==> src/rtl/h264fua_pkg.sv <==
// Shared types and constants for the H.264 FU-A packetizer.
`default_nettype none
package h264fua_pkg;

    localparam int LENGTH_BITS_DEF = 24;
    localparam int QUEUE_DEPTH     = 4;

    localparam logic [7:0]  FU_A_TYPE = 8'd28;
    localparam logic [7:0]  NRI_MASK  = 8'hE0;
    localparam logic [7:0]  TYPE_MASK = 8'h1F;
    localparam logic [7:0]  START_BIT = 8'h80;
    localparam logic [7:0]  END_BIT   = 8'h40;
    localparam logic [13:0] MIN_PAYLOAD = 14'd3;

    localparam logic [13:0] MAX_PAYLOAD_RESET  = 14'd1400;
    localparam logic [6:0]  HEADER_BYTES_RESET = 7'd16;

    localparam logic REG_MAX_PAYLOAD  = 1'b0;
    localparam logic REG_HEADER_BYTES = 1'b1;

    typedef struct packed {
        logic        triple;
        logic [7:0]  ind;
        logic [7:0]  hdr;
        logic [7:0]  data;
        logic        first;
        logic        last;
        logic        mark;
        logic [13:0] size;
        logic [31:0] ts;
        logic [7:0]  ftype;
        logic        chan;
    } entry_t;

endpackage
`default_nettype wire

==> src/rtl/h264fua_front.sv <==
// Front end: tracks NAL and fragment state and classifies each input byte.
`default_nettype none
module h264fua_front #(
    parameter int LENGTH_BITS = h264fua_pkg::LENGTH_BITS_DEF
) (
    input  wire logic                  clk,
    input  wire logic                  rst_n,
    input  wire logic                  accept,
    input  wire logic [7:0]            nal_byte,
    input  wire logic                  first_of_frame,
    input  wire logic [23:0]           frame_length,
    input  wire logic [31:0]           timestamp,
    input  wire logic [7:0]            frame_type,
    input  wire logic                  channel,
    input  wire logic [13:0]           max_payload,
    output logic                       push,
    output h264fua_pkg::entry_t        entry
);
    import h264fua_pkg::*;

    logic [LENGTH_BITS-1:0] bytes_left_reg, bytes_left_next;
    logic                   frag_reg, frag_next;
    logic [7:0]             fu_ind_reg, fu_ind_next;
    logic [7:0]             fu_hdr_reg, fu_hdr_next;
    logic [13:0]            fill_reg, fill_next;
    logic [31:0]            ts_reg, ts_next;
    logic [7:0]             type_reg, type_next;
    logic                   chan_reg, chan_next;
    logic [13:0]            size_reg, size_next;

    logic [13:0]            maxp;
    logic [LENGTH_BITS-1:0] len_raw, len;
    logic [LENGTH_BITS-1:0] bl_dec;
    logic                   more;
    logic [13:0]            chunk;
    logic [13:0]            fill_cur, fill_dec;
    logic [7:0]             hdr_cur;

    always_comb
    begin
        maxp     = (max_payload < MIN_PAYLOAD) ? MIN_PAYLOAD : max_payload;
        len_raw  = LENGTH_BITS'(frame_length);
        len      = (len_raw == '0) ? LENGTH_BITS'(1) : len_raw;
        bl_dec   = bytes_left_reg - LENGTH_BITS'(1);
        more     = ({1'b0, bytes_left_reg} + (LENGTH_BITS+1)'(2))
                   > (LENGTH_BITS+1)'(maxp);
        chunk    = more ? (maxp - 14'd2) : bytes_left_reg[13:0];
        fill_cur = (fill_reg == '0) ? chunk : fill_reg;
        fill_dec = fill_cur - 14'd1;
        hdr_cur  = (fill_reg == '0) ? (fu_hdr_reg | (more ? 8'h00 : END_BIT)) : fu_hdr_reg;

        bytes_left_next = bytes_left_reg;
        frag_next       = frag_reg;
        fu_ind_next     = fu_ind_reg;
        fu_hdr_next     = fu_hdr_reg;
        fill_next       = fill_reg;
        ts_next         = ts_reg;
        type_next       = type_reg;
        chan_next       = chan_reg;
        size_next       = size_reg;
        push            = 1'b0;

        if (accept)
        begin
            if (first_of_frame)
            begin
                ts_next   = timestamp;
                type_next = frame_type;
                chan_next = channel;
                fill_next = '0;
                bytes_left_next = len - LENGTH_BITS'(1);
                if (len <= LENGTH_BITS'(maxp))
                begin
                    frag_next = 1'b0;
                    size_next = len[13:0];
                    push      = 1'b1;
                end
                else
                begin
                    frag_next   = 1'b1;
                    fu_ind_next = (nal_byte & NRI_MASK) | FU_A_TYPE;
                    fu_hdr_next = START_BIT | (nal_byte & TYPE_MASK);
                end
            end
            else if (bytes_left_reg != '0)
            begin
                push            = 1'b1;
                bytes_left_next = bl_dec;
                if (frag_reg)
                begin
                    if (fill_reg == '0)
                    begin
                        size_next   = chunk + 14'd2;
                        fu_hdr_next = hdr_cur & ~START_BIT;
                    end
                    fill_next = fill_dec;
                    if (bl_dec == '0)
                    begin
                        frag_next = 1'b0;
                        fill_next = '0;
                    end
                end
            end
        end

        entry.triple = 1'b0;
        entry.ind    = fu_ind_reg;
        entry.hdr    = hdr_cur;
        entry.data   = nal_byte;
        entry.first  = 1'b0;
        entry.last   = (bl_dec == '0);
        entry.mark   = 1'b1;
        entry.size   = size_next;
        entry.ts     = ts_next;
        entry.ftype  = type_next;
        entry.chan   = chan_next;
        if (first_of_frame)
        begin
            entry.first = 1'b1;
            entry.last  = (len == LENGTH_BITS'(1));
        end
        else if (frag_reg)
        begin
            entry.triple = (fill_reg == '0);
            entry.last   = (fill_dec == '0);
            entry.mark   = (hdr_cur & END_BIT) != 8'h00;
        end
    end

    always_ff @(posedge clk or negedge rst_n)
    begin
        if (!rst_n)
        begin
            bytes_left_reg <= '0;
            frag_reg       <= 1'b0;
            fu_ind_reg     <= '0;
            fu_hdr_reg     <= '0;
            fill_reg       <= '0;
            ts_reg         <= '0;
            type_reg       <= '0;
            chan_reg       <= 1'b0;
            size_reg       <= '0;
        end
        else
        begin
            bytes_left_reg <= bytes_left_next;
            frag_reg       <= frag_next;
            fu_ind_reg     <= fu_ind_next;
            fu_hdr_reg     <= fu_hdr_next;
            fill_reg       <= fill_next;
            ts_reg         <= ts_next;
            type_reg       <= type_next;
            chan_reg       <= chan_next;
            size_reg       <= size_next;
        end
    end

endmodule
`default_nettype wire

==> src/rtl/h264fua_queue.sv <==
// Short queue of classified entries between front and back ends.
`default_nettype none
module h264fua_queue (
    input  wire logic                 clk,
    input  wire logic                 rst_n,
    input  wire logic                 push,
    input  wire h264fua_pkg::entry_t  push_entry,
    input  wire logic                 pop,
    output logic                      full,
    output logic                      not_empty,
    output h264fua_pkg::entry_t       head
);
    import h264fua_pkg::*;

    localparam int PTR_BITS = $clog2(QUEUE_DEPTH);

    entry_t                slot_reg [QUEUE_DEPTH];
    logic [PTR_BITS-1:0]   wr_ptr_reg, rd_ptr_reg;
    logic [PTR_BITS:0]     count_reg, count_next;

    assign full      = (count_reg == (PTR_BITS+1)'(QUEUE_DEPTH));
    assign not_empty = (count_reg != '0);
    assign head      = slot_reg[rd_ptr_reg];

    always_comb
    begin
        count_next = count_reg;
        if (push && !pop)
            count_next = count_reg + (PTR_BITS+1)'(1);
        else if (pop && !push)
            count_next = count_reg - (PTR_BITS+1)'(1);
    end

    always_ff @(posedge clk)
    begin
        if (push)
            slot_reg[wr_ptr_reg] <= push_entry;
    end

    always_ff @(posedge clk or negedge rst_n)
    begin
        if (!rst_n)
        begin
            wr_ptr_reg <= '0;
            rd_ptr_reg <= '0;
            count_reg  <= '0;
        end
        else
        begin
            if (push)
                wr_ptr_reg <= wr_ptr_reg + PTR_BITS'(1);
            if (pop)
                rd_ptr_reg <= rd_ptr_reg + PTR_BITS'(1);
            count_reg <= count_next;
        end
    end

endmodule
`default_nettype wire

==> src/rtl/h264fua_back.sv <==
// Back end: expands queued entries into payload bytes in an output register.
`default_nettype none
module h264fua_back (
    input  wire logic                 clk,
    input  wire logic                 rst_n,
    input  wire logic                 avail,
    input  wire h264fua_pkg::entry_t  head,
    output logic                      pop,
    input  wire logic [6:0]           header_bytes,
    output logic                      out_valid,
    input  wire logic                 out_ready,
    output logic [7:0]                pay_byte,
    output logic                      pkt_first,
    output logic                      pkt_last,
    output logic [14:0]               pkt_size,
    output logic                      marker,
    output logic [31:0]               out_timestamp,
    output logic [7:0]                out_type,
    output logic                      out_channel
);
    import h264fua_pkg::*;

    localparam logic [1:0] PH_IND  = 2'd0;
    localparam logic [1:0] PH_HDR  = 2'd1;
    localparam logic [1:0] PH_DATA = 2'd2;

    logic [1:0]  phase_reg, phase_next;
    logic        valid_reg, valid_next;
    logic        load;
    logic [7:0]  byte_sel;
    logic        first_sel, last_sel;

    logic [7:0]  byte_reg;
    logic        first_reg, last_reg, mark_reg, chan_reg;
    logic [14:0] size_reg;
    logic [31:0] ts_reg;
    logic [7:0]  type_reg;

    assign load = avail && (!valid_reg || out_ready);

    always_comb
    begin
        byte_sel   = head.data;
        first_sel  = head.first;
        last_sel   = head.last;
        phase_next = phase_reg;
        pop        = 1'b0;
        if (head.triple)
        begin
            case (phase_reg)
                PH_IND:
                begin
                    byte_sel  = head.ind;
                    first_sel = 1'b1;
                    last_sel  = 1'b0;
                end
                PH_HDR:
                begin
                    byte_sel  = head.hdr;
                    first_sel = 1'b0;
                    last_sel  = 1'b0;
                end
                default:
                begin
                    byte_sel  = head.data;
                    first_sel = 1'b0;
                end
            endcase
        end
        if (load)
        begin
            if (!head.triple || phase_reg == PH_DATA)
            begin
                pop        = 1'b1;
                phase_next = PH_IND;
            end
            else
                phase_next = phase_reg + 2'd1;
        end
        valid_next = load ? 1'b1 : (out_ready ? 1'b0 : valid_reg);
    end

    always_ff @(posedge clk)
    begin
        if (load)
        begin
            byte_reg  <= byte_sel;
            first_reg <= first_sel;
            last_reg  <= last_sel;
            mark_reg  <= head.mark;
            size_reg  <= {1'b0, head.size} + {8'd0, header_bytes};
            ts_reg    <= head.ts;
            type_reg  <= head.ftype;
            chan_reg  <= head.chan;
        end
    end

    always_ff @(posedge clk or negedge rst_n)
    begin
        if (!rst_n)
        begin
            phase_reg <= PH_IND;
            valid_reg <= 1'b0;
        end
        else
        begin
            phase_reg <= phase_next;
            valid_reg <= valid_next;
        end
    end

    assign out_valid     = valid_reg;
    assign pay_byte      = byte_reg;
    assign pkt_first     = first_reg;
    assign pkt_last      = last_reg;
    assign pkt_size      = size_reg;
    assign marker        = mark_reg;
    assign out_timestamp = ts_reg;
    assign out_type      = type_reg;
    assign out_channel   = chan_reg;

endmodule
`default_nettype wire

==> src/rtl/h264fua_packetizer.sv <==
// Top level of the H.264 RTP packetizer with FU-A fragmentation.
// Path: an accepted byte is written into the queue, then loaded into the output register.
// Throughput: one input byte per cycle while the queue is not full; a fragment start
// yields three results (FU indicator, FU header, byte) from one queued entry.
// Reset: asynchronous active low; clears NAL state, queue and output valid.
`default_nettype none
module h264_fua_packetizer #(
    parameter int LENGTH_BITS = h264fua_pkg::LENGTH_BITS_DEF
) (
    input  wire logic         clk,
    input  wire logic         rst_n,
    input  wire logic         in_valid,
    output logic              in_ready,
    input  wire logic [7:0]   nal_byte,
    input  wire logic         first_of_frame,
    input  wire logic [23:0]  frame_length,
    input  wire logic [31:0]  timestamp,
    input  wire logic [7:0]   frame_type,
    input  wire logic         channel,
    output logic              out_valid,
    input  wire logic         out_ready,
    output logic [7:0]        pay_byte,
    output logic              pkt_first,
    output logic              pkt_last,
    output logic [14:0]       pkt_size,
    output logic              marker,
    output logic [31:0]       out_timestamp,
    output logic [7:0]        out_type,
    output logic              out_channel,
    input  wire logic         cfg_valid,
    output logic              cfg_ready,
    input  wire logic         cfg_index,
    input  wire logic [13:0]  cfg_data
);
    import h264fua_pkg::*;

    logic [13:0] max_payload_reg;
    logic [6:0]  header_bytes_reg;
    logic        accept, push, pop, full, not_empty;
    entry_t      push_entry, head;

    assign cfg_ready = 1'b1;
    assign in_ready  = !full;
    assign accept    = in_valid && in_ready;

    always_ff @(posedge clk or negedge rst_n)
    begin
        if (!rst_n)
        begin
            max_payload_reg  <= MAX_PAYLOAD_RESET;
            header_bytes_reg <= HEADER_BYTES_RESET;
        end
        else if (cfg_valid)
        begin
            case (cfg_index)
                REG_MAX_PAYLOAD:  max_payload_reg  <= cfg_data;
                REG_HEADER_BYTES: header_bytes_reg <= cfg_data[6:0];
                default:          ;
            endcase
        end
    end

    h264fua_front #(.LENGTH_BITS(LENGTH_BITS)) u_front (
        .clk            (clk),
        .rst_n          (rst_n),
        .accept         (accept),
        .nal_byte       (nal_byte),
        .first_of_frame (first_of_frame),
        .frame_length   (frame_length),
        .timestamp      (timestamp),
        .frame_type     (frame_type),
        .channel        (channel),
        .max_payload    (max_payload_reg),
        .push           (push),
        .entry          (push_entry)
    );

    h264fua_queue u_queue (
        .clk        (clk),
        .rst_n      (rst_n),
        .push       (push),
        .push_entry (push_entry),
        .pop        (pop),
        .full       (full),
        .not_empty  (not_empty),
        .head       (head)
    );

    h264fua_back u_back (
        .clk           (clk),
        .rst_n         (rst_n),
        .avail         (not_empty),
        .head          (head),
        .pop           (pop),
        .header_bytes  (header_bytes_reg),
        .out_valid     (out_valid),
        .out_ready     (out_ready),
        .pay_byte      (pay_byte),
        .pkt_first     (pkt_first),
        .pkt_last      (pkt_last),
        .pkt_size      (pkt_size),
        .marker        (marker),
        .out_timestamp (out_timestamp),
        .out_type      (out_type),
        .out_channel   (out_channel)
    );

endmodule
`default_nettype wire
==> config.mk <==
export PLATFORM = sky130hd
export DESIGN_NAME = h264_fua_packetizer
export DESIGN_NICKNAME = d
export VERILOG_FILES = /design/src/rtl/h264fua_pkg.sv /design/src/rtl/h264fua_front.sv /design/src/rtl/h264fua_queue.sv /design/src/rtl/h264fua_back.sv /design/src/rtl/h264fua_packetizer.sv
export SDC_FILE = /design/constraint.sdc
export NUM_CORES = 1
export LEC_CHECK = 0
export BUFFER_PORTS_ARGS = -buffer_cell sky130_fd_sc_hd__buf_2
export CAP_MARGIN = 10
export CORE_MARGIN = 5
export CORE_UTILIZATION = 55
export DETAILED_ROUTE_END_ITERATION = 8
export PLACE_DENSITY = 0.72
export REMOVE_ABC_BUFFERS = 1
export SYNTH_ARGS = -nofsm -noshare
export SYNTH_HDL_FRONTEND = slang
export SYNTH_HIERARCHICAL = 1
export SYNTH_SLANG_ARGS = --single-unit
==> constraint.sdc <==
create_clock -name clk -period 7 [get_ports clk]
set_input_delay 0.7 -clock clk [delete_from_list [all_inputs] [get_ports clk]]
set_output_delay 0.7 -clock clk [all_outputs]
set_load 0.05 [all_outputs]
==> impl_metrics.py <==
metrics = {
    "synth": {
        "synthCells": 1740,
        "async_reset_ff_share_pct": 25.4,
        "syn_area_per_cell_um2": 14.1,
        "synth_area_mm2": 0.0245,
        "ys_ff_latch": 535,
        "yosys_warnings": 6,
        "synthFlopType": "edfxtp_1",
        "synth-edff-count": 399,
        "synth.distinct_cells": 95,
        "synth-seq-area-share_pct": 62.8,
    },
    "placed_design": {
        "dp_slack_ns": 0.856,
        "portBuffers": 162,
        "gp_congestion": 1.01,
        "dp_hpwl_mm": 40.0,
        "place_area_mm2": 0.0256,
        "dp.cells": 2401,
    },
    "timing": {
        "hold_violations": 0,
        "grt_setup_unrepaired": "no",
        "min_period_ns": 6.30,
        "finalSetupTns_ns": 0,
        "period_share_pct": 90.0,
        "fmax_mhz": 159,
        "finalSetupViolations": 0,
        "final_max_slew_viol_count": 0,
        "tightest_slew_ns": 1.23,
        "finalClockSkew_ns": 0.0169,
        "setup_ws_ns": 0.700,
        "max-slew-margin-rel_pct": 17.3,
    },
    "job": {
        "drv_cap": 0,
    },
    "floorplan": {
        "die_area_mm2": 0.0489,
        "core_mm2": 0.0441,
        "io_pins": 164,
        "die_width_um": 221,
        "fp.dieH_um": 221,
        "start_util_pct": 55.6,
        "num_rows": 77,
    },
    "route": {
        "postRouteAntennaNets": 0,
        "detail_route.wirelength_mm": 59.4,
        "drcViolationCount": 0,
        "first_iter_violations": 1317,
        "wl_per_cell_um": 23.8,
        "viasPerCell": 6.03,
        "vias": 15038,
        "first_pass_iters": 8,
    },
    "critical_path": {
        "worstSetupPathType": "reg -> reg",
        "startpoint_type": "register",
        "endpoint_kind": "register",
        "cp_data_required_time_ns": 7.24,
        "rrSetupSlack_ns": 0.70,
        "arrival_ns": 6.54,
        "worstPathMaxFanout": 68,
    },
    "layout": {
        "regArea_mm2": 0.0154,
        "syn_to_final_growth_pct": 10.7,
        "fillers": 3355,
        "fin_nets": 2009,
        "antenna_cells": 0,
        "multi_input_area_mm2": 0.00823,
        "final_area_mm2": 0.0271,
        "fin_cells": 2494,
        "drive_above_1_share_pct": 22.6,
        "largest_reg_flops": 332,
    },
    "cts": {
        "clock_path_buffers": 3,
        "postCtsSetupBuffers": 0,
        "cts_resized": 0,
        "clock_latency_ns": 0.57,
        "tritoncts": "done",
        "cts_sinks": 535,
        "cts_hold_buf": 0,
        "root_buffer": "clkbuf_16",
        "htree_levels": 2,
        "cts.reportedPaths.clkPinSlew_ns": 0.06,
        "cts_buffers": 50,
    },
    "grt": {
        "gr-total-overflow": 0,
        "grt_max_degree": 81,
        "grt_pass1_wl_mm": 91.8,
        "antenna_found_initial": 0,
        "grt_pass1_vias": 15095,
        "grt_usage_pct": 24.0,
    },
    "power_and_ir_drop": {
        "powerDensity_mw_per_mm2": 452,
        "p_leak_nw": 9.94,
        "ir_drop_mv": 0.277,
        "finalPower_mw": 12.3,
    },
    "outcome": {
        "status": "finished clean",
    },
    "hold_path": {
        "min_path_type": "in -> async",
    },
}
[critical path, stage by stage, from the launching register on]
cell     delay (ns)
dfrtp_1        0.45
nor4_1         0.56
a41oi_1        0.45
ha_1           0.45
nor2b_1        0.14
o21a_1         0.16
o21a_1         0.16
o21a_1         0.16
o21a_1         0.16
o21a_1         0.17
o21ai_0        0.17
a21oi_1        0.09
o31ai_1        0.51
inv_1          0.25
a21oi_1        0.63
and2_4         0.99
buf_4          0.42
[cell type report]
type	count	share of cell area (%)
Multi-Input combinational cell	1040	30.3
Tap cell	592	2.73
Timing Repair Buffer	187	3.70
Sequential cell	535	56.7
Clock buffer	68	5.09
Inverter	47	0.650
Clock inverter	25	0.751
[final timing paths]
| path | startpoint | to | cells past startpoint |
|---|---|---|---|
| min in group clk | cfg_data[10] | max_payload_reg[10]$_DFFE_PN1P_ | 2 |
| max reg2reg | max_payload_reg[12]$_DFFE_PN0P_ | u_queue/slot_reg[0][71]$_DFFE_PP_ | 16 |
| min reg2reg | u_queue/count_reg[2]$_DFFE_PN0P_ | u_queue/count_reg[2]$_DFFE_PN0P_ | 1 |
| max in group asynchronous | rst_n | u_queue/rd_ptr_reg[1]$_DFFE_PN0P_ | 2 |
| min | rst_n | max_payload_reg[7]$_DFFE_PN0P_ | 1 |
| max | max_payload_reg[12]$_DFFE_PN0P_ | u_queue/slot_reg[0][71]$_DFFE_PP_ | 16 |
[metrics by stage]
step,hold slack (ns),utilization [%]
4_1_cts,0.227,61.5
5_1_grt,0.264,61.5
3_5_place_dp,0.496,57.9
3_3_place_gp,0.470,57.9
2_1_floorplan,0.404,-
6_report,0.205,61.5
[placed cells by master (no fill, tap or decap), types with 6 or more instances in the layout]
master,n
edfxtp_1,399
nand2_1,208
buf_2,161
dfrtp_1,127
nor2_1,89
mux4_2,83
o21ai_0,63
a21oi_1,59
xnor2_1,55
ha_1,52
clkbuf_16,51
inv_1,44
nor3_1,37
xor2_1,28
buf_4,25
mux2_2,24
a22o_1,24
nand3_1,21
nor4_1,20
nand4_1,19
o22ai_1,18
mux2i_1,15
clkinv_1,13
clkbuf_1,13
and3_1,11
a31oi_1,11
mux2_4,10
nand2b_1,9
or4_1,9
nor2b_1,8
o21a_1,8
o31ai_1,8
dfstp_2,7
or3_1,7
clkinv_2,6
and2_1,6
and4_1,6
[cells in the mapped netlist (5+ instances only)]
master	n	share of area (%)
nor2b_1	10	0.26
nand3_1	21	0.43
ha_1	52	2.7
mux2_2	24	1.1
nand2_1	209	3.2
edfxtp_1	399	49
or3_1	7	0.18
nor3_1	37	0.76
o21ai_0	63	1.3
o22ai_1	18	0.46
buf_6	8	0.37
and3_1	11	0.28
nor3b_1	5	0.15
buf_4	31	0.95
a22o_1	24	0.86
mux4_2	83	7.6
inv_1	45	0.69
mux2_4	10	0.61
xor2_1	28	1.0
o21a_1	8	0.25
and2_1	10	0.26
mux2i_1	15	0.61
o31ai_1	8	0.25
clkbuf_1	55	0.84
nand4_1	19	0.48
dfrtp_1	129	13
xnor2_1	55	2.0
nor2_1	90	1.4
buf_2	14	0.29
o211ai_1	5	0.15
buf_12	6	0.49
dfstp_2	7	0.75
and4_1	6	0.21
nand2b_1	9	0.23
buf_1	5	0.077
a311oi_1	5	0.18
nor4_1	20	0.51
a31oi_1	11	0.28
or4_1	9	0.28
a22oi_1	5	0.15
a21oi_1	59	1.2
[report_power, final]
| part | switching, mW | leakage, nW | internal, mW |
|---|---|---|---|
| clock network | 1.13 | 0.774 | 1.49 |
| registers | 0.607 | 5.28 | 4.47 |
| logic | 2.94 | 3.89 | 1.62 |
[logic make-up (layout without fill, tap and decap cells)]
logic type,after synthesis,after routing,synth area share (%)
other,2,4,0.0306
muxes,132,132,9.95
buffers and inverters,167,327,3.75
AOI/OAI and AO/OA,273,273,7.76
and+or+nand+nor,493,493,9.86
adders and majority gates,54,54,2.82
xor gates and xnor gates,84,84,3.03
DFF,535,535,62.8
[metal layers]
layer	up-vias	GRT usage [%]	part of all wire (%)
li1	6808	-	-
met1	7502	33.8	42
met2	609	39.0	48
met3	119	3.58	6.5
met4	0	8.10	3.5
met5	-	0	0
Note: power is estimated with default switching activity, not from simulation.
